[src/rtl/pls_pkg.sv]
// Shared types and constants for the per-link / per-channel statistics block.
// No dependencies; imported by every module of the block but pls_div.
package pls_pkg;

	localparam int LINKS_DEF    = 64;
	localparam int CHANNELS_DEF = 4096;
	localparam int LINK_WORDS   = 22;  // stored words per link record
	localparam int LINK_OUT     = 21;  // words emitted by a link dump
	localparam int CHAN_WORDS   = 6;   // stored and emitted words per channel
	localparam int QDEPTH       = 4;   // front-to-back item queue

	localparam logic [1:0] OP_HDR   = 2'd0;
	localparam logic [1:0] OP_PRIM  = 2'd1;
	localparam logic [1:0] OP_DLINK = 2'd2;
	localparam logic [1:0] OP_DCHAN = 2'd3;

	localparam logic [1:0] REG_TPU   = 2'd0;
	localparam logic [1:0] REG_EPOCH = 2'd1;

	// link record word numbers
	localparam logic [4:0] W_NSETS   = 5'd0;
	localparam logic [4:0] W_NTPS    = 5'd1;
	localparam logic [4:0] W_NSKIP   = 5'd2;
	localparam logic [4:0] W_NCHAN   = 5'd3;
	localparam logic [4:0] W_NBYTES  = 5'd4;
	localparam logic [4:0] W_TOTADC  = 5'd5;
	localparam logic [4:0] W_ADCSUM  = 5'd6;
	localparam logic [4:0] W_TSTART  = 5'd7;
	localparam logic [4:0] W_TSSPAN  = 5'd8;
	localparam logic [4:0] W_TCREAT  = 5'd9;
	localparam logic [4:0] W_TCSPAN  = 5'd10;
	localparam logic [4:0] W_TRECV   = 5'd11;
	localparam logic [4:0] W_TRSPAN  = 5'd12;
	localparam logic [4:0] W_DTRSUM  = 5'd13;
	localparam logic [4:0] W_DTRSQ   = 5'd14;
	localparam logic [4:0] W_DTRMIN  = 5'd15;
	localparam logic [4:0] W_DTRMAX  = 5'd16;
	localparam logic [4:0] W_DTCSUM  = 5'd17;
	localparam logic [4:0] W_DTCSQ   = 5'd18;
	localparam logic [4:0] W_DTCMIN  = 5'd19;
	localparam logic [4:0] W_DTCMAX  = 5'd20;
	localparam logic [4:0] W_LASTSEQ = 5'd21;

	// channel record word numbers
	localparam logic [2:0] C_TSTART = 3'd0;
	localparam logic [2:0] C_TSSPAN = 3'd1;
	localparam logic [2:0] C_NTPS   = 3'd2;
	localparam logic [2:0] C_SPAN   = 3'd3;
	localparam logic [2:0] C_ADC    = 3'd4;
	localparam logic [2:0] C_PEAK   = 3'd5;

	typedef struct packed {
		logic [1:0]  opcode;
		logic [11:0] entry_index;
		logic [31:0] sequence_number;
		logic [62:0] data_time_ticks;
		logic [52:0] created_us;
		logic [52:0] received_us;
		logic [31:0] set_total_adc;
		logic [15:0] set_bytes;
		logic [15:0] primitive_count;
		logic [31:0] span_ticks;
		logic [31:0] prim_adc_sum;
		logic [15:0] prim_adc_peak;
	} pls_item_t;

	typedef struct packed {
		logic [9:0]  tpu;
		logic [52:0] epoch;
	} pls_cfg_t;

endpackage

[src/rtl/pls_front.sv]
// Front end: configuration registers and the input item queue.
// Depends on pls_pkg.
module pls_front (
	input  logic                clk,
	input  logic                arst_n,
	input  logic                in_valid,
	output logic                in_stall,
	input  pls_pkg::pls_item_t  in_item,
	input  logic                cfg_valid,
	output logic                cfg_ready,
	input  logic [1:0]          cfg_index,
	input  logic [52:0]         cfg_data,
	output pls_pkg::pls_cfg_t   cfg,
	input  logic                clearing,
	output logic                q_valid,
	output pls_pkg::pls_item_t  q_item,
	input  logic                q_pop
);
	import pls_pkg::*;

	localparam int QW = (QDEPTH > 1) ? $clog2(QDEPTH) : 1;
	localparam int NW = $clog2(QDEPTH + 1);

	pls_item_t        fifo_q [QDEPTH];
	logic [QW-1:0]    wr_q, rd_q;
	logic [NW-1:0]    cnt_q;
	pls_cfg_t         cfg_q;
	logic             push, pop;

	assign in_stall  = clearing || (int'(cnt_q) == QDEPTH);
	assign push      = in_valid && !in_stall;
	assign q_valid   = (cnt_q != '0);
	assign pop       = q_pop && q_valid;
	assign q_item    = fifo_q[rd_q];
	assign cfg_ready = 1'b1;
	assign cfg       = cfg_q;

	always_ff @(posedge clk) begin
		if (push)
			fifo_q[wr_q] <= in_item;
	end

	always_ff @(posedge clk or negedge arst_n) begin
		if (!arst_n) begin
			wr_q  <= '0;
			rd_q  <= '0;
			cnt_q <= '0;
		end else begin
			if (push)
				wr_q <= (int'(wr_q) == QDEPTH - 1) ? '0 : wr_q + 1'b1;
			if (pop)
				rd_q <= (int'(rd_q) == QDEPTH - 1) ? '0 : rd_q + 1'b1;
			if (push && !pop)
				cnt_q <= cnt_q + 1'b1;
			else if (pop && !push)
				cnt_q <= cnt_q - 1'b1;
		end
	end

	always_ff @(posedge clk or negedge arst_n) begin
		if (!arst_n) begin
			cfg_q.tpu   <= 10'd1;
			cfg_q.epoch <= '0;
		end else if (cfg_valid && cfg_ready) begin
			unique case (cfg_index)
				REG_TPU:   cfg_q.tpu   <= cfg_data[9:0];
				REG_EPOCH: cfg_q.epoch <= cfg_data;
				default: ;
			endcase
		end
	end

endmodule

[config.mk]
export PLATFORM = sky130hd
export DESIGN_NAME = pls_front
export DESIGN_NICKNAME = d
export VERILOG_FILES = /design/src/rtl/pls_pkg.sv /design/src/rtl/pls_front.sv
export SDC_FILE = /design/constraint.sdc
export NUM_CORES = 1
export LEC_CHECK = 0
export BUFFER_PORTS_ARGS = -buffer_cell sky130_fd_sc_hd__buf_2
export CORE_MARGIN = 2
export CORE_UTILIZATION = 53
export CTS_BUF_LIST = sky130_fd_sc_hd__clkbuf_8
export DETAILED_ROUTE_END_ITERATION = 6
export PLACE_DENSITY = 0.82
export RECOVER_POWER = 25
export SETUP_SLACK_MARGIN = 0.1
export SLEW_MARGIN = 5
export SYNTH_ARGS = -nofsm -noshare
export SYNTH_HDL_FRONTEND = slang
export SYNTH_SLANG_ARGS = --single-unit
[constraint.sdc]
create_clock -name clk -period 8.84 [get_ports clk]
set_clock_uncertainty 0.15 [all_clocks]
set_input_delay 1.768 -clock clk [delete_from_list [all_inputs] [get_ports clk]]
set_output_delay 1.768 -clock clk [all_outputs]
set_load 0.1 [all_outputs]
==> impl_metrics.env <==
export IMPL_grt_pass1_wl_um=180000
export IMPL_die_area_sq_um=106000
export IMPL_htree_levels=4
export IMPL_rsz0062_at_grt="no"
export IMPL_cts_root_buf="clkbuf_8"
export IMPL_synth_edf_count=1436
export IMPL_coreArea_sq_um=102000
export IMPL_tns_ns=0
export IMPL_synth_nets=2477
export IMPL_drive_gt1_frac=0.411
export IMPL_cts_repair_resized=0
export IMPL_io_pins=845
export IMPL_antenna_found_initial=64
export IMPL_globalplace_congestion=0.871
export IMPL_synth_main_ff_cell="edfxtp_1"
export IMPL_synth_common_cells="edfxtp_1 (1436), mux4_2 (359), dfrtp_1 (69)"
export IMPL_status="finished, final reports clean"
export IMPL_fmax_ghz=0.171
export IMPL_grt_usage=0.233
export IMPL_ys_warn_count=0
export IMPL_setup_ws_ns=2.99
export IMPL_first_pass_iters=5
export IMPL_syn2layout_area_growth_pct=17.7
export IMPL_netlist_top_cells_area="edfxtp_1 (79%), mux4_2 (15%), dfrtp_1 (3.2%)"
export IMPL_cts_max_path_buffers=3
export IMPL_ys_seq_area_frac=0.822
export IMPL_port_buffers=843
export IMPL_drt_first_iter_violations=2277
export IMPL_die_x_um=325
export IMPL_start_util=0.535
export IMPL_yosys_area_top_type_share=0.790
export IMPL_drv_slew=0
export IMPL_required_ns=6.92
export IMPL_vias_per_cell=5.62
export IMPL_async_flop_share=0.0465
export IMPL_worst_slew_pin_slew_ns=1.21
export IMPL_max_cap_violations=0
export IMPL_max_slew_margin=0.191
export IMPL_layout_nets=3481
export IMPL_clk_latency_ns=0.86
export IMPL_synth_cell_types=24
export IMPL_grt_max_degree=147
export IMPL_cp_start_kind="flop"
export IMPL_die_y_um=325
export IMPL_cts_buffers_inserted=222
export IMPL_clkSinkCount=1506
export IMPL_tritoncts="done"
export IMPL_setup_worst_path_class="reg -> out"
export IMPL_yosysMostFrequentCell="edfxtp_1"
export IMPL_arrival_ns=3.93
export IMPL_wl_um=124000
export IMPL_num_rows=117
export IMPL_synth_seq_cells=1506
export IMPL_period_share=0.661
export IMPL_postRouteAntennaNets=0
export IMPL_crit_path_end_kind="primary output"
export IMPL_clkTransAtPathRegs_ns=0.06
export IMPL_setup_violations=0
export IMPL_layout_min_cycle_time_ns=5.85
export IMPL_post_place_ws_ns=3.84
export IMPL_crit_fanout=55
export IMPL_cts_hold_buf=0
export IMPL_num_vias=26093
export IMPL_postSynthCellCount=2050
export IMPL_grt_ovfl_total=0
export IMPL_rrSetupSlack_ns=5.59
export IMPL_netlist_area_sq_um=54600
export IMPL_dp_hpwl_um=81100
export IMPL_grt_pass1_vias=27944
export IMPL_wl_per_cell_um=26.7
export IMPL_hp_class="reg -> reg"
export IMPL_syn_avg_cell_area_sq_um=26.6
export IMPL_final_hold_viol_count=0
export IMPL_cts_setup_buffers=0
export IMPL_synth_top_area_cell="edfxtp_1"
export IMPL_drc_errors=0
per-stage QoR:
stage / utilization / instances / cell area, sq um / hold WS (ns)
2_1_floorplan: - / 2050 / 54600 / 0.343
4_1_cts: 0.632 / 4600 / 64400 / 0.355
3_3_place_gp: 0.590 / 4198 / 60200 / 0.335
3_5_place_dp: 0.590 / 4198 / 60200 / 0.337
5_1_grt: 0.629 / 4631 / 64200 / 0.372
6_report: 0.629 / 4639 / 64200 / 0.353
final timing paths:
kind,from,endpoint,cells after the start
max,rd_q[1],q_item[272],4
min,cfg[4],cfg[4],1
max reg2reg,cnt_q[0],fifo_q[2][340],4
max in group asynchronous,arst_n,rd_q[1],2
min in group asynchronous,arst_n,cfg[47],2
min reg2reg,cfg[4],cfg[4],1
cell type report:
type                            count  area (sq um)
Tap cell                         1368          1710
Inverter                            4          15.0
Sequential cell                  1506         44900
Antenna cell                       39          97.6
Clock inverter                    160           887
Fill cell                        6627         37800
Multi-Input combinational cell    453          9070
Clock buffer                      242          3330
Timing Repair Buffer              867          4230
cell usage in the layout, fill, tap and decap left out, types with 2 or more instances in the layout:
master      Yosys  routed
ha_1            6       6
inv_6           0       4
and2_4          0       4
mux4_2        359     359
xor2_1          2       2
bufinv_16       0       6
buf_12          0      12
buf_4           2      12
inv_12          0       3
buf_2          45     589
clkbuf_1        7     254
clkbuf_8        0     242
clkinv_4        0       2
nor2_1          4       4
clkinv_1        0      35
clkinvlp_4      0       4
clkinv_2        0      15
mux2_2         68      68
dfrtp_4         0       2
edfxtp_1     1436    1436
inv_1           4      92
diode_2         0      39
dfrtp_1        69      67
inv_8           0       2
cells by family (layout without fill, tap and decap cells):
family | Yosys count | count (layout) | share of synthesized area
AO/OA/AOI/OAI | 2 | 2 | 0.000252
XOR/XNOR | 3 | 3 | 0.000481
adder cells (fa/ha/maj) | 7 | 7 | 0.00174
buffers and inverters | 91 | 1273 | 0.0120
flip-flops | 1506 | 1506 | 0.822
multiplexers | 427 | 427 | 0.162
other | 1 | 40 | 0.0000687
AND/OR/NAND/NOR | 13 | 13 | 0.00131
state kept, by name, indices dropped and copies added (netlist names):
name	count
fifo_q	1436
cfg	63
cnt_q	3
rd_q	2
wr_q	2
worst max-delay path, cell delays in order, from the launching register on:
cell	delay [ns]
dfrtp_4	0.77
buf_4	0.67
buf_4	0.75
mux4_2	0.38
buf_2	0.44
routing by layer:
layer / GRT usage / vias to the layer above / part of all wire
met4: 0.112 / 40 / 0.044
met3: 0.0751 / 287 / 0.087
met2: 0.399 / 1373 / 0.53
li1: - / 10939 / -
met1: 0.267 / 13454 / 0.34
met5: 0 / - / 0.0021
Power is not shown: default switching activity piles up to over one toggle a cycle in this logic, so the estimate is an artifact.
